==> src/rtl/core/grkc_pkg.sv <==
// shared types, constants and key map for the gamepad report to key code block
package grkc_pkg;

    localparam int AXIS_W   = 8;
    localparam int BTN_W    = 8;
    localparam int CODE_W   = 32;
    localparam int KEY_W    = 21;
    localparam int NUM_AXES = 4;
    localparam int CFG_IDX_W = 2;

    // axis lane positions
    localparam int AX_LX = 0;
    localparam int AX_LY = 1;
    localparam int AX_RX = 2;
    localparam int AX_RY = 3;

    // register indexes
    localparam logic [CFG_IDX_W-1:0] REG_LOW_ENTER  = 2'd0;
    localparam logic [CFG_IDX_W-1:0] REG_LOW_EXIT   = 2'd1;
    localparam logic [CFG_IDX_W-1:0] REG_HIGH_EXIT  = 2'd2;
    localparam logic [CFG_IDX_W-1:0] REG_HIGH_ENTER = 2'd3;

    localparam logic [AXIS_W-1:0] RST_LOW_ENTER  = 8'd64;
    localparam logic [AXIS_W-1:0] RST_LOW_EXIT   = 8'd112;
    localparam logic [AXIS_W-1:0] RST_HIGH_EXIT  = 8'd144;
    localparam logic [AXIS_W-1:0] RST_HIGH_ENTER = 8'd192;

    localparam logic [7:0] DIR_FLAKY = 8'h99;

    localparam logic [KEY_W-1:0] KEY_NONE      = 21'h000000;
    localparam logic [KEY_W-1:0] KEY_NAV_UP    = 21'h010074;
    localparam logic [KEY_W-1:0] KEY_NAV_DOWN  = 21'h010075;
    localparam logic [KEY_W-1:0] KEY_NAV_RIGHT = 21'h010033;
    localparam logic [KEY_W-1:0] KEY_NAV_LEFT  = 21'h010034;
    localparam logic [KEY_W-1:0] KEY_B0_SEL    = 21'h1ae267;
    localparam logic [KEY_W-1:0] KEY_B0_PAUSE  = 21'h1ae266;
    localparam logic [KEY_W-1:0] KEY_OK        = 21'h010065;
    localparam logic [KEY_W-1:0] KEY_BACK      = 21'h1a490e;
    localparam logic [KEY_W-1:0] KEY_OPTIONS   = 21'h010060;
    localparam logic [KEY_W-1:0] KEY_INFO      = 21'h1ae241;
    localparam logic [KEY_W-1:0] KEY_VOL_UP    = 21'h010012;
    localparam logic [KEY_W-1:0] KEY_VOL_DN    = 21'h010013;
    localparam logic [KEY_W-1:0] KEY_HOME      = 21'h1ae219;
    localparam logic [KEY_W-1:0] KEY_STANDBY   = 21'h1ae215;
    localparam logic [KEY_W-1:0] KEY_PLAY      = 21'h170515;

    typedef enum logic [1:0] {
        LVL_CENTER = 2'd0,
        LVL_LOW    = 2'd1,
        LVL_HIGH   = 2'd2
    } level_t;

    typedef struct packed {
        logic [AXIS_W-1:0] low_enter;
        logic [AXIS_W-1:0] low_exit;
        logic [AXIS_W-1:0] high_exit;
        logic [AXIS_W-1:0] high_enter;
    } thresh_t;

    // fixed priority map from code bytes to key code
    function automatic logic [KEY_W-1:0] map_key(
        input logic [BTN_W-1:0] b0,
        input logic [BTN_W-1:0] b1,
        input logic [BTN_W-1:0] b2,
        input logic [7:0]       d
    );
        logic [KEY_W-1:0] k;
        priority if (d[0])  k = KEY_NAV_UP;
        else if (d[2])      k = KEY_NAV_DOWN;
        else if (d[1])      k = KEY_NAV_RIGHT;
        else if (d[3])      k = KEY_NAV_LEFT;
        else if (b0[4])     k = KEY_NAV_UP;
        else if (b0[5])     k = KEY_NAV_DOWN;
        else if (b0[6])     k = KEY_NAV_RIGHT;
        else if (b0[7])     k = KEY_NAV_LEFT;
        else if (b0[1])     k = KEY_B0_SEL;
        else if (b0[2])     k = KEY_B0_PAUSE;
        else if (b1[6])     k = KEY_OK;
        else if (b1[5])     k = KEY_BACK;
        else if (b1[4])     k = KEY_OPTIONS;
        else if (b1[7])     k = KEY_INFO;
        else if (b1[3])     k = KEY_VOL_UP;
        else if (b1[2])     k = KEY_VOL_DN;
        else if (b0[3])     k = KEY_HOME;
        else if (b2[0])     k = KEY_STANDBY;
        else if (b0[0])     k = KEY_PLAY;
        else                k = KEY_NONE;
        return k;
    endfunction

endpackage

==> src/rtl/core/grkc_axis_lane.sv <==
// one axis lane: three-level hysteresis with its level register
module grkc_axis_lane
    import grkc_pkg::*;
(
    input  logic              aclk,
    input  logic              aresetn,
    input  thresh_t           thresh,
    input  logic              advance,
    input  logic [AXIS_W-1:0] sample,
    output level_t            level_next
);

    level_t level_reg;

    always_comb begin
        level_next = level_reg;
        unique case (level_reg)
            LVL_HIGH: begin
                if (sample < thresh.high_exit) level_next = LVL_CENTER;
            end
            LVL_LOW: begin
                if (sample > thresh.low_exit) level_next = LVL_CENTER;
            end
            default: begin
                // high wins when crossed thresholds meet both entries
                if (sample >= thresh.high_enter)     level_next = LVL_HIGH;
                else if (sample <= thresh.low_enter) level_next = LVL_LOW;
                else                                 level_next = LVL_CENTER;
            end
        endcase
    end

    always_ff @(posedge aclk) begin
        if (!aresetn) begin
            level_reg <= LVL_CENTER;
        end else if (advance) begin
            level_reg <= level_next;
        end
    end

endmodule

==> src/rtl/core/grkc_merge.sv <==
// merge stage: packs lane levels and buttons, filters changes, maps to key code
module grkc_merge
    import grkc_pkg::*;
(
    input  logic                   aclk,
    input  logic                   aresetn,
    input  logic                   accept,
    input  logic                   out_taken,
    input  logic [BTN_W-1:0]       buttons_first,
    input  logic [BTN_W-1:0]       buttons_second,
    input  logic [BTN_W-1:0]       buttons_third,
    input  level_t [NUM_AXES-1:0]  levels,
    output logic                   out_valid,
    output logic [KEY_W-1:0]       out_key
);

    logic [7:0]        dir;
    logic [CODE_W-1:0] code;
    logic [KEY_W-1:0]  key;
    logic              changed;
    logic              emit;

    logic [CODE_W-1:0] prev_code_reg;
    logic              valid_reg;
    logic              valid_next;
    logic [KEY_W-1:0]  key_reg;

    always_comb begin
        dir[0] = (levels[AX_LY] == LVL_LOW);
        dir[1] = (levels[AX_LX] == LVL_HIGH);
        dir[2] = (levels[AX_LY] == LVL_HIGH);
        dir[3] = (levels[AX_LX] == LVL_LOW);
        dir[4] = (levels[AX_RY] == LVL_LOW);
        dir[5] = (levels[AX_RX] == LVL_HIGH);
        dir[6] = (levels[AX_RY] == LVL_HIGH);
        dir[7] = (levels[AX_RX] == LVL_LOW);
    end

    assign code    = {dir, buttons_third, buttons_second, buttons_first};
    assign changed = (code != prev_code_reg);
    assign key     = map_key(buttons_first, buttons_second, buttons_third, dir);
    // flaky direction byte still updates the stored code
    assign emit    = changed && (dir != DIR_FLAKY) && (key != KEY_NONE);

    always_comb begin
        valid_next = valid_reg;
        if (out_taken)       valid_next = 1'b0;
        if (accept && emit)  valid_next = 1'b1;
    end

    always_ff @(posedge aclk) begin
        if (!aresetn) begin
            prev_code_reg <= '0;
            valid_reg     <= 1'b0;
        end else begin
            valid_reg <= valid_next;
            if (accept && changed) prev_code_reg <= code;
        end
    end

    always_ff @(posedge aclk) begin
        if (accept && emit) key_reg <= key;
    end

    assign out_valid = valid_reg;
    assign out_key   = key_reg;

endmodule

==> src/rtl/core/gamepad_report_to_key_code_core.sv <==
// top level: config registers, four axis lanes and the merge stage
//
//  channel  direction  handshake            payload
//  s_       in         s_valid / s_ready    three button bytes, four axes
//  m_       out        m_valid / m_ready    m_key_code (21 bits)
//  cfg_     in         cfg_wr_en            cfg_index, cfg_wdata
//
// one item per cycle while s_ready is high; a result shows in the cycle after its item is accepted,
// from the single output register after the lanes and the merge logic.
// an item with an unchanged, flaky or unmapped code gives no result.
// s_ready drops only while a result waits and m_ready is low.
// synchronous active-low reset: levels center, stored code zero, thresholds default.
module gamepad_report_to_key_code_core
    import grkc_pkg::*;
(
    input  logic                 aclk,
    input  logic                 aresetn,
    input  logic                 s_valid,
    output logic                 s_ready,
    input  logic [BTN_W-1:0]     s_buttons_first,
    input  logic [BTN_W-1:0]     s_buttons_second,
    input  logic [BTN_W-1:0]     s_buttons_third,
    input  logic [AXIS_W-1:0]    s_left_x,
    input  logic [AXIS_W-1:0]    s_left_y,
    input  logic [AXIS_W-1:0]    s_right_x,
    input  logic [AXIS_W-1:0]    s_right_y,
    output logic                 m_valid,
    input  logic                 m_ready,
    output logic [KEY_W-1:0]     m_key_code,
    input  logic                 cfg_wr_en,
    input  logic [CFG_IDX_W-1:0] cfg_index,
    input  logic [AXIS_W-1:0]    cfg_wdata
);

    thresh_t               thresh_reg;
    logic                  accept;
    logic [AXIS_W-1:0]     samples [NUM_AXES];
    level_t [NUM_AXES-1:0] levels;

    always_ff @(posedge aclk) begin
        if (!aresetn) begin
            thresh_reg.low_enter  <= RST_LOW_ENTER;
            thresh_reg.low_exit   <= RST_LOW_EXIT;
            thresh_reg.high_exit  <= RST_HIGH_EXIT;
            thresh_reg.high_enter <= RST_HIGH_ENTER;
        end else if (cfg_wr_en) begin
            unique case (cfg_index)
                REG_LOW_ENTER:  thresh_reg.low_enter  <= cfg_wdata;
                REG_LOW_EXIT:   thresh_reg.low_exit   <= cfg_wdata;
                REG_HIGH_EXIT:  thresh_reg.high_exit  <= cfg_wdata;
                REG_HIGH_ENTER: thresh_reg.high_enter <= cfg_wdata;
                default: ;
            endcase
        end
    end

    assign s_ready = !m_valid || m_ready;
    assign accept  = s_valid && s_ready;

    assign samples[AX_LX] = s_left_x;
    assign samples[AX_LY] = s_left_y;
    assign samples[AX_RX] = s_right_x;
    assign samples[AX_RY] = s_right_y;

    for (genvar i = 0; i < NUM_AXES; i++) begin : g_lane
        grkc_axis_lane u_lane (
            .aclk       (aclk),
            .aresetn    (aresetn),
            .thresh     (thresh_reg),
            .advance    (accept),
            .sample     (samples[i]),
            .level_next (levels[i])
        );
    end

    grkc_merge u_merge (
        .aclk           (aclk),
        .aresetn        (aresetn),
        .accept         (accept),
        .out_taken      (m_valid && m_ready),
        .buttons_first  (s_buttons_first),
        .buttons_second (s_buttons_second),
        .buttons_third  (s_buttons_third),
        .levels         (levels),
        .out_valid      (m_valid),
        .out_key        (m_key_code)
    );

endmodule

==> config.mk <==
export PLATFORM = sky130hd
export DESIGN_NAME = gamepad_report_to_key_code_core
export DESIGN_NICKNAME = d
export VERILOG_FILES = /design/src/rtl/core/grkc_pkg.sv /design/src/rtl/core/grkc_axis_lane.sv /design/src/rtl/core/grkc_merge.sv /design/src/rtl/core/gamepad_report_to_key_code_core.sv
export SDC_FILE = /design/constraint.sdc
export NUM_CORES = 1
export LEC_CHECK = 0
export ABC_AREA = 1
export ABC_CLOCK_PERIOD_IN_PS = 4300
export BUFFER_PORTS_ARGS = -buffer_cell sky130_fd_sc_hd__buf_2
export CORE_ASPECT_RATIO = 0.5
export CORE_MARGIN = 2
export CORE_UTILIZATION = 64
export CTS_CLUSTER_SIZE = 12
export DETAILED_ROUTE_END_ITERATION = 12
export HOLD_SLACK_MARGIN = 0.02
export PLACE_DENSITY_LB_ADDON = 0.08
export SETUP_SLACK_MARGIN = 0.2
export SLEW_MARGIN = 15
export SYNTH_ARGS = -nofsm -noshare
export SYNTH_HDL_FRONTEND = slang
export SYNTH_SLANG_ARGS = --single-unit
==> constraint.sdc <==
create_clock -name aclk -period 4.3 [get_ports aclk]
set_input_delay 0.215 -clock aclk [delete_from_list [all_inputs] [get_ports aclk]]
set_output_delay 0.215 -clock aclk [all_outputs]
set_load 0.03 [all_outputs]
; ---- Word level (Yosys, flattened, before mapping)
; Cells that the tools add are included.
[totals]
mem_count = 0
ramBits = 0
inputBits = 71
wordCells = 104
regBits = 94
latchBits = 0
out_inout_bits = 23
mem_bits_ro = 0
[classes]
div_mod_pow = 0
magnitude_cmp = 16
bitwise = 0
reduce_logical = 15
n_eq_ne = 21
n_mux = 41
shifts = 0
add_sub_neg = 0
mul = 0
[ops]
columns = operator, n
row1 = $mux 21, 19
row2 = $ge 8x8->1, 4
row3 = $gt 8x8->1, 4
row4 = $le 8x8->1, 4
row5 = $lt 8x8->1, 4
row6 = $ne 32x32->1, 1
row7 = $mux 2, 12
row8 = $reduce_bool 21->1, 1
row9 = $eq 2x2->1 const B, 10
row10 = $eq 2x1->1 const B, 9
row11 = $pmux 2 s2, 4
row12 = $ne 8x8->1 const B, 1
row13 = $reduce_and 2->1, 4
row14 = $logic_and 1x1->1, 6
row15 = $mux 1, 6
row16 = $logic_not 2->1, 1
row17 = $reduce_bool 2->1, 1
row18 = $logic_not 1->1, 1
row19 = $logic_or 1x1->1, 1

; ---- Depth between registers and ports, before layout
; Gate-level depths: netlist of the first run.
[depth]
ltp_word = 23
mapped_depth = 26

; ---- Cells and area by module
; Synthesis of the first run repeated with hierarchy kept, for this count alone.
[hier_totals]
cells_unflattened = 1292
hier_area_um2 = 8361.8
[by_module_without_submodules]
columns = module, area_per_inst_um2, n_inst, cells_each
row1 = grkc_axis_lane (g_lane[0].u_lane ...), 1009.7, 3, 163
row2 = grkc_merge, 2967.8, 1, 440
row3 = gamepad_report_to_key_code_core, 1363.8, 1, 201
row4 = grkc_axis_lane (g_lane[3].u_lane), 1001.0, 1, 162

; ---- Worst setup path before layout of the first run
; OpenSTA, ideal clock, no wires.
[synth_path]
kind = reg2reg
start = register thresh_reg[23] in the netlist's numbering
end = register u_merge.key_reg[0], in the netlist u_merge.out_key[0], enable pin
arrival_time_ns = 2.281
setup_slack_ns = 1.665
path_buffers = 1
setup_time_ns = 0.354
synth_period_minus_slack_ns = 2.635
path_stages_with_launch = 22
t_required_ns = 3.946
cell_sequence = dfxtp_1 inv_1 ha_1 nand2_1 nor2_1 nand2_1 nand2_1 nand2_1 nand2_1 nand2_2 nand2_1 nand2_1 nor2_1 nand2_1 nand2_1 nand2_1 nand2_1 nor2_1 nand2_4 buf_6 nand3_1 inv_1
[synth_between]
elab_chain_len = 11
[synth_lines]
columns = item, line_no
row1 = from (decl), gamepad_report_to_key_code_core.sv:35  ; thresh_t thresh_reg;
row2 = $gt 8x8->1, grkc_axis_lane.sv:22  ; if (sample > thresh.low_exit) level_next = LVL_CENTER;
row3 = $mux 2, grkc_axis_lane.sv:22
row4 = $pmux 2 s2, grkc_axis_lane.sv:17  ; unique case (level_reg)
row5 = $eq 2x1->1, grkc_merge.sv:32  ; dir[3] = (levels[AX_LX] == LVL_LOW);
row6 = $mux 21, grkc_pkg.sv:71  ; else if (d[3]) k = KEY_NAV_LEFT;
row7 = $mux 21, grkc_pkg.sv:70  ; else if (d[1]) k = KEY_NAV_RIGHT;
row8 = $mux 21, grkc_pkg.sv:69  ; else if (d[2]) k = KEY_NAV_DOWN;
row9 = $mux 21, grkc_pkg.sv:68  ; priority if (d[0]) k = KEY_NAV_UP;
row10 = $reduce_bool 21->1, grkc_merge.sv:43  ; assign emit = changed && (dir != DIR_FLAKY) && (key != KEY_NONE);
row11 = $logic_and 1x1->1 (*), grkc_merge.sv:43
row12 = $logic_and 1x1->1 (*), grkc_merge.sv:62  ; if (accept && emit) key_reg <= key;
row13 = to (signal assigned), grkc_merge.sv:62
row14 = to (decl), grkc_merge.sv:26  ; logic [KEY_W-1:0] key_reg;
; Every way passes the cells marked *; elsewhere a longest branch is shown, timed or not.
; A chain may end at the register's enable or synchronous reset.

; ---- Worst setup path in the final report of the first run
[layout_path]
start = register thresh_reg[31] in the netlist's numbering
end = register u_merge.key_reg[1], in the netlist u_merge.out_key[1], enable pin
[layout_between]
elab_chain_len = 12
[layout_lines]
columns = item, line_no
row1 = $le 8x8->1, grkc_axis_lane.sv:27  ; else if (sample <= thresh.low_enter) level_next = LVL_LOW;
row2 = $mux 1, grkc_axis_lane.sv:27
row3 = $mux 2, grkc_axis_lane.sv:26  ; if (sample >= thresh.high_enter) level_next = LVL_HIGH;
row4 = $pmux 2 s2, grkc_axis_lane.sv:17
row5 = $eq 2x1->1, grkc_merge.sv:32
row6 = $mux 21, grkc_pkg.sv:71
row7 = $mux 21, grkc_pkg.sv:70
row8 = $mux 21, grkc_pkg.sv:69
row9 = $mux 21, grkc_pkg.sv:68
row10 = $reduce_bool 21->1, grkc_merge.sv:43
row11 = $logic_and 1x1->1 (*), grkc_merge.sv:43
row12 = $logic_and 1x1->1 (*), grkc_merge.sv:62
; Marked as above.

==> results of run 1 <==
[path summary, 6_finish.rpt]
kind / startpoint / end / depth (start not counted)
setup / recovery: thresh_reg[31] / u_merge.out_key[1] / 16
hold / removal: cfg_wdata[6] / thresh_reg[30] / 3
setup reg to reg: thresh_reg[31] / u_merge.out_key[1] / 16
hold reg to reg: u_merge.prev_code_reg[2] / u_merge.prev_code_reg[2] / 2
[report_power, final]
group | switching (mW) | total, mW | internal [mW]
sequential | 0.0295 | 0.919 | 0.890
clock | 0.328 | 0.736 | 0.408
combinational | 0.465 | 0.725 | 0.261
total | 0.823 | 2.38 | 1.56
[cells in the final DEF, fill, tap and decap left out, drive strengths merged, types with 12 or more instances in the layout]
cell type / instances
nand2: 260
o21ai: 49
xor2: 12
nand4: 15
nor2: 107
buf: 94
nor3: 15
inv: 139
a21oi: 115
ha: 132
dfxtp: 73
edfxtp: 14
nand3: 31
nand3b: 13
[area by class of cell]
type / count / area [sq um]
multi-input combinational: 798 / 4800
fill: 951 / 2980
sequential: 87 / 1880
inverter: 139 / 522
timing repair buffer: 94 / 478
clock buffer: 11 / 243
tap: 145 / 181
clock inverter: 4 / 31.3
[stage by stage]
step / setup slack, ns / power (mW)
after floorplan: 1.66 / 1.45
after global placement: 1.27 / 1.62
after detailed placement: 1.13 / 1.65
after CTS: 1.10 / 2.38
after global routing: 0.718 / 2.53
final: 1.01 / 2.38
[cell families after synthesis]
family / Yosys count
compound gates: 196
simple gates: 447
other cells: 1
buf+inv: 169
fa+ha+maj: 132
xor+xnor: 21
flops: 87
[per-layer routing]
layer | up-vias | global-route usage, % | wire length (um)
li1 | 3615 | - | -
met1 | 3148 | 39.4 | 8660
met2 | 206 | 54.1 | 8440
met3 | 28 | 5.21 | 1130
met4 | 0 | 8.81 | 396
met5 | - | 0 | 0
[worst max-delay path, delay by kind of cell (launching register included)]
family	cells	cell delay [ns]
buffers and inverters	3	0.72
flip-flops	1	0.32
AND/OR/NAND/NOR	10	1.36
adder cells (fa/ha/maj)	1	0.33
AO/OA/AOI/OAI	2	0.19
==> results summary, run 1 <==
The run finished with clean final reports. The fraction of synthesized cell area in xor and xnor cells came out at between 2 and 2.5%. Using the TritonRoute via totals, the vias-per-cell ratio works out to around 5.5.

Of all nets on the critical path, the largest fanout is 14. The wire length of the first global-routing pass came out at between 30 and 40 mm. The core outline area came out at roughly 11000 sq um.

The cell row count is 27. The synthesized netlist contains 42 unique library cells. After the first detailed-routing iteration, the DRC count stood at around 480.

The synthesized design devotes to its leading area cell type between 20 and 25% of total area. The area fraction in and, or, nand and nor cells after synthesis is 25.4%. The number of buffers created by CTS is 9. The final non-filler cell total came out at roughly 1300. The number of antenna violations at the first check in global routing is 0. The number of clock sinks is 87. The highest ir drop seen on vdd came out at roughly 0.19 mV. The maximum number of pins on one net before global-route repair is 65. Ranked by total cell area, the synthesized netlist is headed by ha_1 22%, dfxtp_1 20%, nand2_1 13%. The cell area power density is ~290 nW/um^2. Setup repair after global routing left no endpoint under its margin. The arrival time of the worst setup path is 3.27 ns. The floorplan step set the die width to around 160 um. At the pin with the least slew margin, the transition time is 0.886 ns. The finished cells cover between 8000 and 9000 sq um. In the final timing run, aggregate negative setup slack is 0 ns. The tool flagged a number of max-cap violations equal to 0. At the worst endpoint, the required time is between 4 and 5 ns. The maximum clock frequency came out at ~300 MHz. The via count of the first global-routing pass came out at about 6500. The setup path with the least slack is of type reg2reg. In the post-synthesis netlist, the cell with the most instances is nand2_1. The relative max-transition margin is between 40 and 50%.

The worst path uses between 70 and 80% of the clock period. The die is around 80 um tall. The signal on the critical path passes through inv_1 -> ha_1 -> nand2_1 -> nor2_1 -> nand4_1 -> nand2_1 -> nand2_1 -> nor2_1 -> a21oi_2 -> nand2_1 -> nand3_1 -> inv_2 -> nand2_1 -> a21oi_1 -> nand3_1 -> inv_1.

The arithmetic-cell share of the synthesized area counting full adders, half adders and majority gates is around 22%. The worst hold path belongs to the class in2reg. The post-CTS repair timing setup buffer count is 0. The fraction of final layout cells with drive strength greater than 1 came out at 11.1%. The routed via count came out at around 7000. The number of gates given a new drive strength after cts is 0.

TritonCTS built the clock tree. At the end of routability-driven placement, the weighted congestion stood at around 0.91. After synthesis the cells add up to approximately 7400 sq um. The post-detailed-route wirelength per cell came out at approximately 15 um. The clock latency of the later-clocked register in the worst-skew pair came out at between 0.3 and 0.4 ns. The number of pins with negative max-slew slack in the final report is 0.

The worst-case register-to-register setup slack came out at 1.01 ns. The number of warning messages in the yosys log is 0. The post-detailed-placement cell area came out at just under 8000 sq um. The worst setup path is captured at a register. STA classifies the critical path startpoint as a register.

A synthesized cell averages 7.00 sq um. The antenna cell count came out at 0. The share of synthesized area occupied by flip-flops and latches came out at approximately a quarter.

After synthesis, the most frequently instantiated cells are 252 x nand2_1, 136 x inv_1, 132 x ha_1, 114 x a21oi_1, 106 x nor2_1. The number of synthesized flops with an enable pin is 14. In the global route stage, overall resource usage came out at 30.9%. The final antenna-violating net count is 0. The overflow left after global routing is 0. Clock-pin slew was measured on the worst setup and hold paths at about 0.060 ns.

The clock tree buffer depth is 2. The number of instances in the synthesized netlist came out at 1053. The number of register bits inferred by synthesis is 87. For this run, the share of the core covered by cells in the final layout is between 70% and 80%. The delay of the slowest critical-path stage is 0.44 ns. The largest total area in the synthesized netlist belongs to ha_1. The cell type of the slowest stage on the worst timing path is inv_1. The setup clock skew after layout is between 0.01 and 0.015 ns. The number of DRC violations after detailed routing is 0.

The worst slack on hold paths came out at 0.165 ns. Once placement completed, the tool counted placed cells totaling approximately 1300. The count of buffers added on input and output ports is 91.

Setup violations remaining at the end of the flow were counted as 0. The number of levels the H-tree was split into is 3. The leakage component of the power is 4.24 nW. The dominant combinational cell family by area after synthesis is simple AND/OR/NAND/NOR gates. The first detailed-routing pass took 5 iterations.

The die covers 12400 sq um. The post-synthesis mux area share is 0%. The sum of routed wire length over all layers is 18.6 mm. For this design the top-level I/O count stands at 94. The effective utilization at floorplan is ~66%.

The count of nets after finishing is between 1000 and 1500. The most used flip-flop cell after synthesis is dfxtp_1. The number of buffers inserted by hold repair at cts came out at 0. The area growth from synthesis to layout is 10.4%. The post-route minimum period is between 3 and 4 ns.

The HPWL reported at the end of detailed placement came out at 14.5 mm. The fraction of registers with async set/reset is 0%. The most numerous cell type found on the critical path is nand2_1. The root buffer cell chosen for the clock tree is clkbuf_16. The final-report hold violation count came to 0. The synthesized netlist devotes 14.7% of its cell area to compound gates.
No activity file was read; power rests on OpenSTA's default activity.
==> run 2, diff against run 1 <==
ABC_CLOCK_PERIOD_IN_PS = 2800   (was 4300)
CORE_UTILIZATION = 54   (was 64)
clock period = 2.8 ns   (was 4.3 ns; I/O delays follow)
==> results summary, run 2 (synthesis gave the netlist of run 1 again) <==
The most critical setup path has its startpoint at thresh_reg[31]. The peak fanout along the critical path is 7. The post-route netlist has 26.8% of its cells at a drive strength greater than 1. The share of the core filled with cells came out at 69.1%.

The maximum number of pins on one net before global-route repair came out at slightly below 50. Dividing the detail-routed via count by the number of cells gives 5.30. The final-report hold violation count came out at 0. The setup clock skew after layout is roughly 0.0095 ns.

The run finished with clean final reports. From left edge to right edge, the die measures between 150 and 200 um. On the worst path, the slowest cell contributes a delay of 0.33 ns. The HPWL reported at the end of detailed placement came out at approximately 15 mm. From bottom edge to top edge, the die measures just under 90 um.

Across every metal layer, demand over resource in global routing totals around 27%. In this run the register-to-register setup slack is between 0.1 and 0.15 ns. Counting buffers and inverters, the worst setup path is 16 cells deep. The worst slack at placement is -0.117 ns. The overall die area came out at approximately 15000 sq um.

The repair_antennas step left the layout with diodes totalling 0. The total area inside the core boundary comes to ~13000 sq um. The worst hold path belongs to the class in2reg. Summed over all layers, the global routing overflow is 0. The post-route minimum period came out at ~2.7 ns.

The library cells used most frequently in the layout, excluding fill and tap cells, are 218 x nand2_1, 107 x ha_1, 105 x inv_1. 94 I/O pins were placed. The relative max-transition margin came out at 55.7%. The setup path with the least slack is of type reg2reg. The post-detailed-route wirelength per cell is around 15 um. The sum of routed wire length over all layers came out at ~20 mm.

The number of DRC violations after detailed routing came out at 0. The worst-margin pin slew came out at between 0.6 and 0.7 ns. The endpoint type of the worst setup path is a register. In the finished design, the share of the clock period the worst path needs comes to roughly 95%. The number of antenna violations at the first check in global routing came out at 0. The clock tree buffer depth is 2.

The routed via count came out at approximately 7100. The highest ir drop seen on vdd came out at about 0.28 mV. The number of levels the H-tree was split into is 3. The global placer's final weighted congestion is 0.907.

The cell row count came out at 30. The clock input transition at the sequential cells of the worst setup and hold paths came out at 0.07 ns. Setup repair after global routing could not meet its margin everywhere. At the worst endpoint, the required time is 2.87 ns. CTS placed an instance of clkbuf_16 at the clock tree root. The worst setup path is launched from a register. The library cell used most frequently in the layout, excluding fill and tap cells, is nand2_1. The leakage component of the power is around 4.6 nW. The number of pins with negative max-slew slack in the final report is 0. The wire length of the first global-routing pass is ~32 mm. The cell type of the slowest stage on the worst timing path is dfxtp_1. The clock latency of the later-clocked register in the worst-skew pair came out at approximately 0.34 ns. The worst-case setup margin in the final layout came out at around 0.13 ns. Walking the worst path, the cells encountered are inv_2 -> ha_4 -> nand2_1 -> nor2_2 -> nand4_1 -> nand2_1 -> nand2_1 -> nor2_4 -> inv_1 -> nand2_2 -> nand2_1 -> buf_4 -> nor3_4 -> a21oi_2 -> nand3_4 -> clkinvlp_4. The final number of setup-violating endpoints is 0. The number of search-and-repair iterations in the first detailed-routing pass came out at 5. The number of maximum-capacitance constraint violations is 0. The end of the worst register-to-register path is u_merge.out_key[2]. The number of clock sinks is 87. The number of I/O port buffers is just over 90. The critical path's top delay family is simple AND/OR/NAND/NOR gates. TritonCTS built the clock tree. The buffer and inverter count on the worst path came out at 4.

The effective utilization at floorplan is a little over half. Dividing total power by cell area gives a power density of 445 nW/um^2. The final antenna-violating net count came out at 0. The initial detailed-routing violation count came out at 365.

The number of buffers created by CTS came out at 9. The design draws 4.13 mW. In this design, the critical path's most frequently occurring cell is nand2_1.

The cell count of the worst reg-to-reg path came out at 16. The total negative slack for setup checks is 0 ns. The via count of the first global-routing pass is roughly 6500.

Timing would allow up to approximately 370 MHz. STA puts the critical path data arrival time at 2.74 ns. The count of nets after finishing is between 1000 and 1500.

The area growth from synthesis to layout is 25.9%. Counting instances, the worst hold path has a depth of 3. The launch point of the worst reg-to-reg path is thresh_reg[31]. The capture point of the critical path is u_merge.out_key[2].
[run 2: cell count changes in the layout (fill, tap and decap cells not counted), sizes merged]
cell / change
clkinvlp: +1
clkbuf: -2
bufinv: +1
inv: +3
nand2: +1
buf: +37
clkinv: -1
[run 2: layer usage]
layer | global-route usage [%] | wire, um | up-vias
met3 | 3.74 | 860 | 17
met5 | 0 | 0 | -
li1 | - | - | 3701
met2 | 48.3 | 9580 | 145
met1 | 36.4 | 9490 | 3285
met4 | 5.98 | 227 | 0
[run 2: tightest hold or removal path, delay by kind of cell]
kind                   cells  cell delay, ns
buffers and inverters      1            0.13
AND/OR/NAND/NOR            1            0.06
AO/OA/AOI/OAI              1            0.06
[run 2: layout make-up]
class,instances,area (sq um)
Tap cell,176,220
Clock buffer,9,225
Multi-Input combinational cell,799,5490
Timing Repair inverter,1,7.51
Fill cell,1198,4160
Inverter,139,542
Timing Repair Buffer,131,801
Clock inverter,7,95.1
Sequential cell,87,1900
[run 2: timing repair]
item / 4_1_cts / 5_1_grt
setup endpoints to repair: 47 / 47
cloned: 2 / 0
endpoints found under the hold margin: 0 / 0
gates resized for setup: 88 / 99
pin swaps: 30 / 41
hold buffers: 0 / 0
buffers inserted: 8 / 4
[run 2: worst min-delay path by stage]
stage	start	to	slack, ns
6_report	cfg_wdata[6]	thresh_reg[22]	0.08
2_1_floorplan	cfg_wdata[6]	thresh_reg[6]	0.27
5_1_grt	cfg_wdata[6]	thresh_reg[22]	0.09
3_3_place_gp	cfg_wdata[4]	thresh_reg[12]	0.43
3_5_place_dp	cfg_wdata[6]	thresh_reg[30]	0.43
4_1_cts	cfg_wdata[6]	thresh_reg[22]	0.08
[run 2: metrics by stage]
| step | hold slack [ns] | instances | cell area, sq um |
|---|---|---|---|
| floorplan | 0.266 | 1054 | 7370 |
| global placement | 0.433 | 1319 | 8110 |
| detailed placement | 0.432 | 1319 | 8110 |
| CTS | 0.0798 | 1345 | 8800 |
| global route | 0.0945 | 1349 | 9280 |
| finish | 0.0842 | 1349 | 9280 |
[run 2: where the power goes]
group | total, mW | leakage, nW | switching (mW) | internal (mW)
clock | 1.30 | 0.157 | 0.576 | 0.721
sequential | 1.42 | 0.738 | 0.0522 | 1.37
combinational | 1.41 | 3.67 | 0.846 | 0.568
total | 4.13 | 4.56 | 1.47 | 2.66
==> run 3, diff against run 2 <==
CORE_UTILIZATION = 55   (was 54)
SYNTH_HIERARCHICAL = 1   (was unset)
==> results summary, run 3 <==
The HPWL reported at the end of detailed placement is between 15 and 20 mm. The synthesized netlist contains 34 unique library cells. The critical path goes through buf_4 -> inv_2 -> ha_4 -> nand2_2 -> inv_2 -> nand2_1 -> nand2_2 -> nand2_1 -> nand2_2 -> nor2_2 -> nand3_2 -> nand2_4 -> inv_2 -> nand2_4 -> nand2_1 -> a21oi_2 -> nand2_1 -> nor2_2 -> nand3_4 -> buf_6 -> buf_6 -> a21oi_2 -> nor2_1.

Setup repair after global routing could not meet its margin everywhere. The number of instances in the synthesized netlist is approximately 1300. After global routing the overflow that remains totals 0. The most critical setup path has its startpoint at thresh_reg[3].

Among all flip-flop cells after synthesis, the most frequent one is dfxtp_1. For this run, the slowest stage of the critical path takes between 0.3 and 0.4 ns. The fraction of registers with async set/reset is 0%. The library cell used most frequently in the layout, excluding fill and tap cells, is nand2_1. The core outline area is ~15000 sq um. The portion of synthesized cell area occupied by the leading cell type came out at between 10% and 20%.

The CTS tree is done. The worst setup path is launched from a register. The slowest stage of the critical path is the dfxtp_4 cell. In the final layout, the share of cells above drive strength 1 is between 20% and 30%. The arrival time of the worst setup path is 3.05 ns. The total negative slack for setup checks is 0 ns. The worst-margin pin slew came out at approximately 0.86 ns. The most common cell in the synthesized netlist is nand2_1. In this run the critical register-to-register path is launched from thresh_reg[3]. The post-synthesis area per instance is between 6 and 7 sq um. The combined area of all synthesized cells came out at about 8400 sq um.

For this run, the post-layout net count is between 1500 and 2000. The floorplan die width is ~180 um. The global placer's final weighted congestion is between 0.8 and 0.9. The number of levels the H-tree was split into is 3. The initial detailed-routing violation count is ~380.

From synthesis to final layout, the design area changed by 23.4%. STA classifies the critical path endpoint as a register. After detailed placement, the design holds a cell count of 1568. The final-report hold violation count is 0. The total global-route track usage came out at roughly 28%. Setup violations remaining at the end of the flow were counted as 0. Clock-pin slew was measured on the worst setup and hold paths at ~0.070 ns. The via count of the first global-routing pass is 7965. The antenna cell count is 0. The maximum number of pins on one net before global-route repair came out at 49. The final non-filler cell total is about 1600. In this run the tightest slew margin relative to its limit is between 40% and 50%.

The number of warning messages in the yosys log is 6. CTS saw 87 sinks. The overall die height is around 91 um. The library cell used as clock root buffer is clkbuf_16. The peak fanout along the critical path is 6. Dividing the final minimum period by the clock period gives roughly 100%. The post-route minimum period came out at 2.80 ns.

The library cells used most frequently in the layout, excluding fill and tap cells, are 302 x nand2_1, 240 x inv_1, 129 x nor2_1. The number of I/O port buffers came out at 91. The setup clock skew after layout is roughly 0.013 ns. The maximum clock frequency came out at ~360 MHz. After detailed routing, the average wire length per cell comes to approximately 14 um. The run finished with clean final reports. The clock latency of the later-clocked register in the worst-skew pair is 0.36 ns. The routed via count came out at 8276. By area the synthesized netlist is led by ha_1 20%, dfxtp_1 17%, nand2_1 15%. The worst hold path startpoint is cfg_wdata[6].

The number of synthesized flops with an enable pin is 14. The type of the tightest min-delay check is in2reg. Power spread over the standard cell area amounts to just under 400 nW/um^2. The floorplan step defined a die boundary enclosing between 15000 and 20000 sq um. The worst-case setup margin in the final layout came out at 0.00409 ns. The commonest cells after synthesis are 344 x nand2_1, 269 x inv_1, 134 x nor2_1, 132 x ha_1, 96 x a21oi_1. The number of search-and-repair iterations in the first detailed-routing pass came out at 5. The effective utilization at floorplan came out at around 57%. Among cell families on the critical path, the largest total delay comes from simple AND/OR/NAND/NOR gates. The cell type with the highest aggregate area in the netlist is ha_1.

The share of synthesized area occupied by flip-flops and latches came out at a little under a quarter. The sum of routed wire length over all layers is ~23 mm. The first global-routing pass estimated 36.4 mm of wire.

The cell seen most often among critical-path stages is nand2_1. The number of register bits inferred by synthesis is 87. The critical path is of the reg2reg type. The number of antenna violations at the first check in global routing came out at 0. In the routed layout, each cell is associated on average with a via count of 5.17. Max-cap violations in this run came to 0.

The number of DRC violations after detailed routing came out at 0. The number of buffers created by CTS is 9. The buffer and inverter count on the worst path is 6. The clock tree buffer depth came out at 2. The highest ir drop seen on vdd came out at 0.278 mV. The worst slack at placement is -0.101 ns.

The count of pins on the block boundary came out at 94. The initialized floorplan defines 31 standard-cell rows. The leakage component of the power came out at ~5.4 nW. The number of pins with negative max-slew slack in the final report is 0. The final antenna-violating net count came out at 0. STA puts the critical path data required time at roughly 3 ns.
## run 3: cell count changes after synthesis, sizes merged, moves of 10 or more
cell and change:
inv +140, nand3b -12, a21oi -19, xor2 -10, nand2 +104, o21ai -35
nor2 +37, nand3 +43
## run 3: cell families (layout without fill, tap and decap cells)
logic type                 count (synthesis)  after routing  share of synthesized area (%)
and+or+nand+nor                          619            619                           32.8
buffers and inverters                    313            423                           15.3
adders and majority gates                132            132                           19.8
AOI/OAI and AO/OA                        129            129                           8.47
DFF                                       87             87                           22.5
xor gates and xnor gates                  11             11                           1.15
other                                      1              2                         0.0448
## run 3: layout make-up
class                           count  area [sq um]
Multi-Input combinational cell    893          5990
Fill cell                        1245          4340
Sequential cell                    87          1970
Inverter                          278          1050
Timing Repair Buffer              129           793
Tap cell                          198           248
Clock buffer                        9           225
Clock inverter                      7          47.5
## run 3: repair_timing
action / in CTS / in global routing
endpoints found under the setup margin: 50 / 54
pin swaps: 67 / 43
setup buffers: 8 / 8
gates resized for setup: 144 / 74
hold buffers: 0 / 0
cloned: 1 / 0
## run 3: final timing paths
kind                          endpoint  slack [ns]  cells past startpoint
min                      thresh_reg[6]        0.08                      3
max reg2reg  u_merge/prev_code_reg[27]       0.004                     23
max          u_merge/prev_code_reg[27]       0.004                     23
min reg2reg  u_merge/prev_code_reg[30]        0.50                      2
## run 3: layer usage
metal | track usage, % | wire length [um]
met5 | 0 | 0
met4 | 7.93 | 417
met3 | 5.07 | 1290
met2 | 49.7 | 10800
met1 | 35.0 | 10100
## run 3: stage by stage
stage | instance area (sq um) | util, % | total power [mW] | hold WS, ns
floorplan | 8370 | - | 2.32 | 0.253
global placement | 9030 | 61.6 | 2.66 | 0.430
CTS | 9970 | 68.0 | 3.99 | 0.0606
finish | 10300 | 70.4 | 4.07 | 0.0797
detailed placement | 9030 | 61.6 | 2.70 | 0.429
global route | 10300 | 70.4 | 4.35 | 0.0797
## run 3: worst register-to-register path, delay by kind of cell (launching register included)
kind,cells,cell delay (ns)
AND/OR/NAND/NOR,14,1.26
buffers and inverters,6,0.55
flip-flops,1,0.38
AO/OA/AOI/OAI,2,0.28
adder cells (fa/ha/maj),1,0.23
## run 3: where the power goes
group | switching, mW | internal [mW]
Clock | 0.546 | 0.602
Sequential | 0.0868 | 1.36
Combinational | 0.882 | 0.595
Total | 1.51 | 2.56
